--- src/sv/rspd_pkg.sv ---
// ============================================================================
// rspd_pkg: shared types and constants of the serial packet deframer
// Header bytes, phase codes, frame status codes and the result record.
// ============================================================================
package rspd_pkg;

	localparam logic [7:0] HDR_FIRST      = 8'hFA;
	localparam logic [7:0] HDR_SECOND     = 8'hFB;
	localparam logic [7:0] MIN_FRAME_LEN  = 8'd2;
	localparam logic [7:0] MAX_LEN_RESET  = 8'd204;

	// Phase codes of the frame state machine
	localparam logic [2:0] PH_HUNT_A  = 3'd0;
	localparam logic [2:0] PH_HUNT_B  = 3'd1;
	localparam logic [2:0] PH_LEN     = 3'd2;
	localparam logic [2:0] PH_PAYLOAD = 3'd3;
	localparam logic [2:0] PH_CK_HI   = 3'd4;
	localparam logic [2:0] PH_CK_LO   = 3'd5;

	// Frame end status codes
	localparam logic [1:0] ST_CK_GOOD = 2'd0;
	localparam logic [1:0] ST_CK_BAD  = 2'd1;
	localparam logic [1:0] ST_BAD_LEN = 2'd2;

	typedef struct packed {
		logic [7:0] data_byte;
		logic [7:0] byte_index;
		logic       is_end;
		logic [1:0] frame_status;
	} result_t;

endpackage

--- src/sv/rspd_if.sv ---
// ============================================================================
// rspd_if: handshake channels of the serial packet deframer
// Received byte channel and result channel, each with valid/ready.
// ============================================================================
interface rspd_byte_if;
	logic       valid;
	logic       ready;
	logic [7:0] rx_byte;

	modport source (output valid, output rx_byte, input ready);
	modport sink   (input valid, input rx_byte, output ready);
endinterface

interface rspd_result_if;
	logic       valid;
	logic       ready;
	logic [7:0] data_byte;
	logic [7:0] byte_index;
	logic       is_end;
	logic [1:0] frame_status;

	modport source (output valid, output data_byte, output byte_index,
		output is_end, output frame_status, input ready);
	modport sink   (input valid, input data_byte, input byte_index,
		input is_end, input frame_status, output ready);
endinterface

--- src/sv/rspd_frame_ctrl.sv ---
// ============================================================================
// rspd_frame_ctrl: frame state machine and checksum accumulator
// Consumes one byte per step, updates the frame state and forms the result.
// ============================================================================
module rspd_frame_ctrl (
	input  logic                   clk,
	input  logic                   arst_n,
	input  logic                   step,
	input  logic [7:0]             rx_byte,
	input  logic [7:0]             max_len,
	output logic                   res_valid,
	output rspd_pkg::result_t      res
);

	logic [2:0]  phase_q,      phase_d;
	logic [7:0]  remain_q,     remain_d;
	logic [7:0]  pos_q,        pos_d;
	logic [15:0] sum_q,        sum_d;
	logic [7:0]  held_q,       held_d;
	logic        odd_q,        odd_d;
	logic [7:0]  ck_hi_q,      ck_hi_d;
	logic [15:0] expect_sum;
	logic [7:0]  remain_dec;

	assign remain_dec = remain_q - 8'd1;
	assign expect_sum = sum_q ^ (odd_q ? {8'h00, held_q} : 16'h0000);

	always_comb begin
		phase_d   = phase_q;
		remain_d  = remain_q;
		pos_d     = pos_q;
		sum_d     = sum_q;
		held_d    = held_q;
		odd_d     = odd_q;
		ck_hi_d   = ck_hi_q;
		res_valid = 1'b0;
		res       = '0;
		case (phase_q)
			rspd_pkg::PH_HUNT_A: begin
				if (rx_byte == rspd_pkg::HDR_FIRST) phase_d = rspd_pkg::PH_HUNT_B;
			end
			rspd_pkg::PH_HUNT_B: begin
				if (rx_byte == rspd_pkg::HDR_SECOND) phase_d = rspd_pkg::PH_LEN;
				else if (rx_byte != rspd_pkg::HDR_FIRST) phase_d = rspd_pkg::PH_HUNT_A;
			end
			rspd_pkg::PH_LEN: begin
				if (rx_byte < rspd_pkg::MIN_FRAME_LEN || rx_byte > max_len) begin
					phase_d          = rspd_pkg::PH_HUNT_A;
					res_valid        = 1'b1;
					res.is_end       = 1'b1;
					res.frame_status = rspd_pkg::ST_BAD_LEN;
				end else begin
					remain_d = rx_byte - rspd_pkg::MIN_FRAME_LEN;
					pos_d    = 8'd0;
					sum_d    = 16'h0000;
					held_d   = 8'h00;
					odd_d    = 1'b0;
					phase_d  = (rx_byte == rspd_pkg::MIN_FRAME_LEN) ?
						rspd_pkg::PH_CK_HI : rspd_pkg::PH_PAYLOAD;
				end
			end
			rspd_pkg::PH_PAYLOAD: begin
				// pair bytes into big-endian words
				if (odd_q) begin
					sum_d = sum_q + {held_q, rx_byte};
					odd_d = 1'b0;
				end else begin
					held_d = rx_byte;
					odd_d  = 1'b1;
				end
				pos_d    = pos_q + 8'd1;
				remain_d = remain_dec;
				if (remain_dec == 8'd0) phase_d = rspd_pkg::PH_CK_HI;
				res_valid      = 1'b1;
				res.data_byte  = rx_byte;
				res.byte_index = pos_q;
			end
			rspd_pkg::PH_CK_HI: begin
				ck_hi_d = rx_byte;
				phase_d = rspd_pkg::PH_CK_LO;
			end
			rspd_pkg::PH_CK_LO: begin
				phase_d          = rspd_pkg::PH_HUNT_A;
				res_valid        = 1'b1;
				res.is_end       = 1'b1;
				res.frame_status = (expect_sum == {ck_hi_q, rx_byte}) ?
					rspd_pkg::ST_CK_GOOD : rspd_pkg::ST_CK_BAD;
			end
			default: begin
				phase_d = rspd_pkg::PH_HUNT_A;
			end
		endcase
	end

	always_ff @(posedge clk or negedge arst_n) begin
		if (!arst_n) begin
			phase_q  <= rspd_pkg::PH_HUNT_A;
			remain_q <= 8'd0;
			pos_q    <= 8'd0;
			sum_q    <= 16'h0000;
			held_q   <= 8'h00;
			odd_q    <= 1'b0;
			ck_hi_q  <= 8'h00;
		end else if (step) begin
			phase_q  <= phase_d;
			remain_q <= remain_d;
			pos_q    <= pos_d;
			sum_q    <= sum_d;
			held_q   <= held_d;
			odd_q    <= odd_d;
			ck_hi_q  <= ck_hi_d;
		end
	end

endmodule

--- src/sv/robot_serial_packet_deframer.sv ---
// ============================================================================
// robot_serial_packet_deframer: header/length framed serial packet deframer
// Hunts for the 0xFA 0xFB header, checks the length byte, emits payload
// bytes with their index and closes each frame with a checksum status.
// ============================================================================
//
//  Channel     Dir  Transaction                     Payload
//  ---------   ---  ------------------------------  ------------------------------
//  rx          in   one received serial byte        rx_byte
//  result      out  payload byte or frame end       data_byte, byte_index,
//                                                    is_end, frame_status
//  cfg_wr_*    in   write of max_frame_length        cfg_wr_data
//
//  Throughput is one byte per cycle while results are taken as offered. An
//  rx transaction loads the input register; the frame state machine then
//  consumes the byte and loads any result into the output register.
//  Reset (arst_n low) returns to header hunt, max_frame_length to 204.
//  A stalled result holds the output register; bytes that give no result
//  keep advancing, and a byte that gives a result waits in the input
//  register with rx.ready low until the result moves.
//
module robot_serial_packet_deframer (
	input  logic                 clk,
	input  logic                 arst_n,
	rspd_byte_if.sink            rx,
	rspd_result_if.source        result,
	input  logic                 cfg_wr_en,
	input  logic [7:0]           cfg_wr_data
);

	// Configuration register
	logic [7:0] max_len_q;

	// Input register stage
	logic       valid_s1;
	logic [7:0] byte_s1;

	// Output register
	logic                  out_valid_q;
	rspd_pkg::result_t     out_q;

	logic                  res_valid;
	rspd_pkg::result_t     res;
	logic                  out_free;
	logic                  s1_go;
	logic                  step;

	// Output register can load when empty or being drained this cycle
	assign out_free = !out_valid_q || result.ready;
	// Stage 1 advances unless it has a result and the output is blocked
	assign s1_go    = !res_valid || out_free;
	assign step     = valid_s1 && s1_go;
	assign rx.ready = !valid_s1 || s1_go;

	always_ff @(posedge clk or negedge arst_n) begin
		if (!arst_n) begin
			max_len_q <= rspd_pkg::MAX_LEN_RESET;
		end else if (cfg_wr_en) begin
			max_len_q <= cfg_wr_data;
		end
	end

	// Hold the byte while stage 1 stalls; load a new one on each transaction
	always_ff @(posedge clk or negedge arst_n) begin
		if (!arst_n) begin
			valid_s1 <= 1'b0;
		end else if (rx.ready) begin
			valid_s1 <= rx.valid;
		end
	end

	always_ff @(posedge clk) begin
		if (rx.valid && rx.ready) begin
			byte_s1 <= rx.rx_byte;
		end
	end

	rspd_frame_ctrl u_frame_ctrl (
		.clk       (clk),
		.arst_n    (arst_n),
		.step      (step),
		.rx_byte   (byte_s1),
		.max_len   (max_len_q),
		.res_valid (res_valid),
		.res       (res)
	);

	// Advance the result into the output register; drop it once taken
	always_ff @(posedge clk or negedge arst_n) begin
		if (!arst_n) begin
			out_valid_q <= 1'b0;
		end else if (out_free) begin
			out_valid_q <= valid_s1 && res_valid;
		end
	end

	always_ff @(posedge clk) begin
		if (out_free && valid_s1 && res_valid) begin
			out_q <= res;
		end
	end

	assign result.valid        = out_valid_q;
	assign result.data_byte    = out_q.data_byte;
	assign result.byte_index   = out_q.byte_index;
	assign result.is_end       = out_q.is_end;
	assign result.frame_status = out_q.frame_status;

endmodule
--- src/flat_wrapper.sv ---
// flat-port wrapper written by rule: the top's interface ports become plain ports
module robot_serial_packet_deframer_flat 
  (clk, arst_n, cfg_wr_en, cfg_wr_data, rx_valid, rx_rx_byte, rx_ready, result_valid, result_data_byte, result_byte_index, result_is_end, result_frame_status, result_ready);
  rspd_byte_if rx_i ();
  rspd_result_if result_i ();
  input  logic clk;
  input  logic arst_n;
  input  logic cfg_wr_en;
  input  logic [7:0] cfg_wr_data;
  input wire logic [$bits(rx_i.valid)-1:0] rx_valid;
  input wire logic [$bits(rx_i.rx_byte)-1:0] rx_rx_byte;
  output wire logic [$bits(rx_i.ready)-1:0] rx_ready;
  output wire logic [$bits(result_i.valid)-1:0] result_valid;
  output wire logic [$bits(result_i.data_byte)-1:0] result_data_byte;
  output wire logic [$bits(result_i.byte_index)-1:0] result_byte_index;
  output wire logic [$bits(result_i.is_end)-1:0] result_is_end;
  output wire logic [$bits(result_i.frame_status)-1:0] result_frame_status;
  input wire logic [$bits(result_i.ready)-1:0] result_ready;
  assign rx_i.valid = rx_valid;
  assign rx_i.rx_byte = rx_rx_byte;
  assign rx_ready = rx_i.ready;
  assign result_valid = result_i.valid;
  assign result_data_byte = result_i.data_byte;
  assign result_byte_index = result_i.byte_index;
  assign result_is_end = result_i.is_end;
  assign result_frame_status = result_i.frame_status;
  assign result_i.ready = result_ready;
  robot_serial_packet_deframer u_core (.clk(clk), .arst_n(arst_n), .rx(rx_i), .result(result_i), .cfg_wr_en(cfg_wr_en), .cfg_wr_data(cfg_wr_data));
endmodule
--- config.mk ---
export PLATFORM = sky130hd
export DESIGN_NAME = robot_serial_packet_deframer_flat
export DESIGN_NICKNAME = d
export VERILOG_FILES = /design/src/sv/rspd_pkg.sv /design/src/sv/rspd_if.sv /design/src/sv/rspd_frame_ctrl.sv /design/src/sv/robot_serial_packet_deframer.sv /design/src/flat_wrapper.sv
export SDC_FILE = /design/constraint.sdc
export NUM_CORES = 1
export LEC_CHECK = 0
export BUFFER_PORTS_ARGS = -buffer_cell sky130_fd_sc_hd__clkbuf_2
export CORE_ASPECT_RATIO = 1.75
export CORE_MARGIN = 1.5
export CORE_UTILIZATION = 60
export DETAILED_ROUTE_END_ITERATION = 8
export GPL_TIMING_DRIVEN = 1
export PLACE_DENSITY = 0.8
export SLEW_MARGIN = 15
export SYNTH_ARGS = -nofsm -noshare
export SYNTH_HDL_FRONTEND = slang
export SYNTH_SLANG_ARGS = --single-unit
--- constraint.sdc ---
create_clock -name clk -period 4.2 [get_ports clk]
set_clock_uncertainty 0.1 [all_clocks]
set_input_delay 0.84 -clock clk [delete_from_list [all_inputs] [get_ports clk]]
set_output_delay 0.84 -clock clk [all_outputs]
set_load 0.03 [all_outputs]
* After elaboration in Yosys (flattened, before gate mapping) *
Index checks and enable logic that the tools add are counted.

storage, ports and cells
  register bits after elaboration = 89
  input bits = 21
  output and inout bits = 21
  word-level logic and storage cells = 84

operators by class
  add/sub/neg operators = 4
  order comparisons = 2
  eq/ne operators = 16
  muxes and demuxes = 25
  bitwise gates (word level) = 1
  reductions and logical operators = 21

operator list
  cell                                                                   number
  8-bit case mux with 2 select lines                                     3
  16-bit two-way mux                                                     2
  8-bit two-way mux                                                      4
  16-bit case mux with 2 select lines                                    1
  3-bit two-way mux                                                      7
  16-bit adder                                                           1
  16-bit equality test                                                   1
  8-bit equality test, second input constant                             2
  16-bit by 8-bit bitwise XOR with 16-bit output                         1
  3-bit case mux with 5 select lines                                     1
  4-bit AND reduction                                                    3
  2-bit inequality test, second input constant                           5
  8-bit by 1-bit adder with 8-bit output, second input constant          1
  8-bit by 2-bit equality test with 1-bit output, second input constant  1
  8-bit greater-than comparator                                          1
  8-bit logical NOT                                                      1
  8-bit by 2-bit < comparator with 1-bit output, second input constant   1
  8-bit inequality test, second input constant                           1
  8-bit by 1-bit subtractor with 8-bit output, second input constant     1
  8-bit by 2-bit subtractor with 8-bit output, second input constant     1
  3-bit by 2-bit equality test with 1-bit output, second input constant  2
  3-bit equality test, second input constant                             2
  3-bit case mux with 2 select lines                                     1
  1-bit logical AND                                                      5
  other kinds (11)                                                       20

* Depth between registers and ports, before layout *
  word-level depth = 8
  mapped depth = 10
  depth with buffers taken out = 8

* By module *
A second synthesis with hierarchy kept.

unflattened totals
  cells, all modules = 483
  area total of the unflattened synthesis = 5,074.9 um2

by module, submodules not included
  module                        times used  cells an instance  area an instance (um2)  seq. area each (um2)
  rspd_frame_ctrl               1           429                3,821.2                 1,301.2
  robot_serial_packet_deframer  1           54                 1,253.7                 1,066.0

* Least setup slack after synthesis *
Ideal clock, no wire load.

  path type = reg2out
  start point = reg u_core.max_len_q[7]
  end point = out rx_ready
  arrival time = 2.291 ns
  data required time = 3.260 ns
  slack = 0.969 ns
  cell stages (with the launch flop) = 9
  path buffers = 0
  cells stage by stage = dfstp_2 > inv_1 > ha_1 > nand4_1 > or2_2 > o21a_1 > o31a_2 > o31ai_1 > or2_1

between the ends
  word-level cells in the longest chain between the ends = 7

RTL lines
  item                                line                                source
  start: declaration                  robot_serial_packet_deframer.sv:32  logic [7:0] max_len_q;
  start signal: assignment            robot_serial_packet_deframer.sv:57  max_len_q <= rspd_pkg::MAX_LEN_RESET;
  start signal: assignment            robot_serial_packet_deframer.sv:59  max_len_q <= cfg_wr_data;
  8-bit greater-than comparator       rspd_frame_ctrl.sv:47               if (rx_byte < rspd_pkg::MIN_FRAME_LEN || rx_byte > max_len) begin
  1-bit logical OR                    rspd_frame_ctrl.sv:47
  1-bit two-way mux                   rspd_frame_ctrl.sv:47
  1-bit case mux with 2 select lines  rspd_frame_ctrl.sv:38               case (phase_q)
  1-bit logical NOT                   robot_serial_packet_deframer.sv:51  assign s1_go = !res_valid || out_free;
  1-bit logical OR                    robot_serial_packet_deframer.sv:51
  1-bit logical OR                    robot_serial_packet_deframer.sv:53  assign rx.ready = !valid_s1 || s1_go;
  end: declaration                    flat_wrapper.sv:12                  output wire logic [$bits(rx_i.ready)-1:0] rx_ready;

No other way between the ends.

* Final worst setup path *
  start point = reg u_core.byte_s1[6]
  end point = out rx_ready

between the ends
  word-level cells in the longest chain between the ends = 7
  elaborated cells on any way between the ends = 8
  classes of those cells = order compare: 2; mux: 2; reduce/logical: 4

RTL lines
  item                                                                                            line                                source
  start: declaration                                                                              robot_serial_packet_deframer.sv:36  logic [7:0] byte_s1;
  start signal: assignment                                                                        robot_serial_packet_deframer.sv:74  byte_s1 <= rx.rx_byte;
  8-bit by 2-bit < comparator with 1-bit output or 8-bit greater-than comparator (tied branches)  rspd_frame_ctrl.sv:47
  1-bit logical OR (*)                                                                            rspd_frame_ctrl.sv:47
  1-bit two-way mux (*)                                                                           rspd_frame_ctrl.sv:47
  1-bit case mux with 2 select lines (*)                                                          rspd_frame_ctrl.sv:38
  1-bit logical NOT (*)                                                                           robot_serial_packet_deframer.sv:51
  1-bit logical OR (*)                                                                            robot_serial_packet_deframer.sv:51
  1-bit logical OR (*)                                                                            robot_serial_packet_deframer.sv:53

Mark *: on every way between the ends. The rest lies on a longest branch, timed or not.

==> metrics.csv <==
metric,value,unit
status,"complete, no violations",
Overflow after GRT,0,
Leak,2.53,nW
final std cells w/o fill,678,
clock buffer depth,2,
CP max stage delay,620,ps
CTS buffer count,9,
first-pass GRT wire length,22.0,mm
Mapped Area,0.00525,mm^2
final max-slew violation count,0,
CP Class,flip-flop to output pin,
total number of vias,4355,
worst-path fanout max,11,
CP Data Arrival Time,2840,ps
Hold Crit Endpoint,u_core.u_frame_ctrl.pos_q[7],
Post-Syn Instances,518,
initial drt markers,370,
GR Layer Usage met3,3.57,%
PwrDens,370,mW/mm^2
initial antenna violation count,0,
multi-input logic area,0.00269,mm^2
WP data required,3260,ps
routed len/inst,19.8,um
CP endpoint kind,output pin,
Peak Freq,265,MHz
Finished Cell Area,0.00585,mm^2
Top delay family on crit path,flip-flops,
ys flop type,dfrtp_1,
CTS Sinks,89,
global routing met2 resource utilization,52.2,%
Max-Cap Viols,0,
setup bufs post-CTS,0,
Reg area,0.00237,mm^2
# setup viols final,0,
Final Util,68.4,%
worst path cell trace,"ha_1, nand4_1, or2_2, o21a_1, o31a_2, o31ai_1, buf_4, or2_1, clkbuf_2",
worst-margin pin slew,712,ps
"Distinct cells, synth",68,
FILL cells,680,
Yosys warning total,0,
Final #Nets,605,
row cnt,45,
hold-fix buffers at CTS,0,
RSZ-0062 raised after global routing,no,
setup TNS,0,ps
GRT busiest layer,met2,
Async SR Flop Fraction,69.7,%
hold path start,u_core.u_frame_ctrl.pos_q[7],
H-tree depth,3,
total I/O pin count,42,
ANT nets after route,0,
WHS Path Cells,1,
starting density of the core,61.3,%
"Reg clk slew, reported paths",60,ps
number of buffers added on ports,41,
number of flops mapped to enable cells by yosys,27,
post-layout min period,3780,ps
register area share after synthesis,45.1,%
chip height,127,um
Core Area,0.00856,mm^2
clk_lat worst skew,350,ps
"slowest stage cell, crit path",edfxtp_1,
worst hold margin,403,ps
Post-Route WL,13.5,mm
reg2reg end,u_core.u_frame_ctrl.sum_q[4],
Syn-to-layout area delta,11.5,%
Die W,73.7,um
hpwl dp,9.66,mm
R2R depth,8,
DIE AREA,0.00934,mm^2
All-Layer GR Usage,30.9,%
mean post-synth cell area,10.1,um^2
CTS tree,yes,
startpoint types,flip-flop,
drt first pass iters,5,
Final Hold Vio Count,0,
GR Layer Usage met1,37.6,%
Rel. slew slack,52.6,%
drt drc,0,
Root Driver,clkbuf_16,
Final Wtd Congestion,0.999,
PostCTS Resize Cnt,0,
reg-to-reg setup timing slack,1050,ps
share of post-route cells with drive strength above 1,15.5,%
worst hold path type,flip-flop to flip-flop,
Placed Instances,662,
post-synth net total,567,
reg-to-reg startpoint,u_core.byte_s1[6],
pin count of the biggest net entering global routing,38,
number of global-route vias before repair,4406,
Buffers & Inverters on Critical Path,2,
# diodes,0,
period utilisation layout,90.0,%
post-place instance area,0.00557,mm^2
Synth Register Bits,89,
Via density,6.42,
worst ir drop on vdd,0.245,mV
-- registers in the layout, summed over array words and instances, names as in the netlist --
register and cells:
u_core.u_frame_ctrl.phase_q 3, u_core.u_frame_ctrl.odd_q 1, u_core.valid_s1 1, u_core.byte_s1 8, u_core.result.data_byte 8, u_core.u_frame_ctrl.remain_q 8, u_core.result.frame_status 2, u_core.u_frame_ctrl.sum_q 16
u_core.u_frame_ctrl.pos_q 8, u_core.u_frame_ctrl.held_q 8, u_core.max_len_q 8, u_core.result.valid 1, u_core.result.is_end 1, u_core.u_frame_ctrl.ck_hi_q 8, u_core.result.byte_index 8
-- worst reg2reg max path: stages (launching register included) --
cell and delay, ps:
edfxtp_1 620, ha_1 420, nand4_1 150, or2_2 340, o21a_1 170, o31a_2 110
buf_4 220, or2_1 490, o41ai_1 420
-- per-stage QoR --
stage	worst slack [ps]	total power, mW
after floorplan	969	1.29
after global placement	866	1.39
after detailed placement	822	1.41
after CTS	451	2.17
after global routing	307	2.25
final	422	2.17
-- power breakdown --
part,switching (mW),total (mW),internal [mW],leakage (nW)
combinational,0.188,0.341,0.152,1.36
sequential,0.0901,1.06,0.971,1.04
clock,0.360,0.766,0.406,0.131
total,0.639,2.17,1.53,2.53
-- kinds of logic after synthesis --
kind of cell / after synthesis / synth area share, %
buffers and inverters: 45 / 3.70
XOR/XNOR: 40 / 6.68
multiplexers: 12 / 2.58
AO/OA/AOI/OAI: 163 / 20.5
AND/OR/NAND/NOR: 141 / 14.7
flip-flops: 89 / 45.1
adder cells (fa/ha/maj): 28 / 6.82
-- synth_stat cells (all sizes together) (8+ instances only) --
master | count | area, um^2
nor2 | 30 | 115
edfxtp | 27 | 811
mux2 | 12 | 135
nand2 | 30 | 115
clkbuf | 18 | 67.6
inv | 18 | 67.6
nand2b | 8 | 50.1
nand3 | 10 | 50.1
dfrtp | 58 | 1450
o31ai | 16 | 120
a22o | 8 | 70.1
o21a | 8 | 60.1
buf | 9 | 58.8
and3 | 20 | 125
xor2 | 15 | 131
o21ai | 44 | 220
a31oi | 12 | 75.1
ha | 27 | 338
a21oi | 27 | 135
a21o | 8 | 60.1
xnor2 | 25 | 219
-- per-layer routing --
layer | up-vias | routed length [um]
met5 | - | 0
met4 | 0 | 597
met3 | 57 | 462
met2 | 156 | 7130
met1 | 2138 | 5270
li1 | 2004 | -
-- cell usage in the layout (no fill, tap or decap), types with 6 or more instances in the layout --
master,Yosys,routed
a21oi_1,27,27
edfxtp_1,27,27
nor2_1,29,29
nand4_1,6,6
o21ai_0,38,38
xnor2_1,25,25
nand2_1,29,29
nor3_1,6,6
clkbuf_16,0,9
inv_1,18,18
o31ai_1,16,16
nand2b_1,8,8
nand3_1,10,10
dfrtp_1,58,58
mux2_1,11,11
o21a_1,8,8
xor2_1,15,15
o21ai_1,6,6
ha_1,27,27
and3_1,20,20
buf_4,3,13
a22o_1,8,8
a21o_1,8,8
clkbuf_2,0,41
a31oi_1,12,12
-- layout make-up --
class,instances,area share (%)
Multi-Input combinational cell,384,45.9
Tap cell,117,2.50
Inverter,18,1.15
Clock buffer,9,3.85
Sequential cell,89,40.5
Timing Repair Buffer,54,5.17
Clock inverter,7,0.962
-- worst max-delay path by stage --
stage,start,to,slack (ps),cells past startpoint
6_report,u_core.byte_s1[6],rx_ready,420,9
3_3_place_gp,u_core.byte_s1[6],rx_ready,870,9
5_1_grt,u_core.byte_s1[6],rx_ready,310,9
2_1_floorplan,u_core.max_len_q[7],rx_ready,970,8
3_5_place_dp,u_core.byte_s1[6],rx_ready,820,9
4_1_cts,u_core.byte_s1[6],rx_ready,450,9
Note: power is estimated with default switching activity, not from simulation.
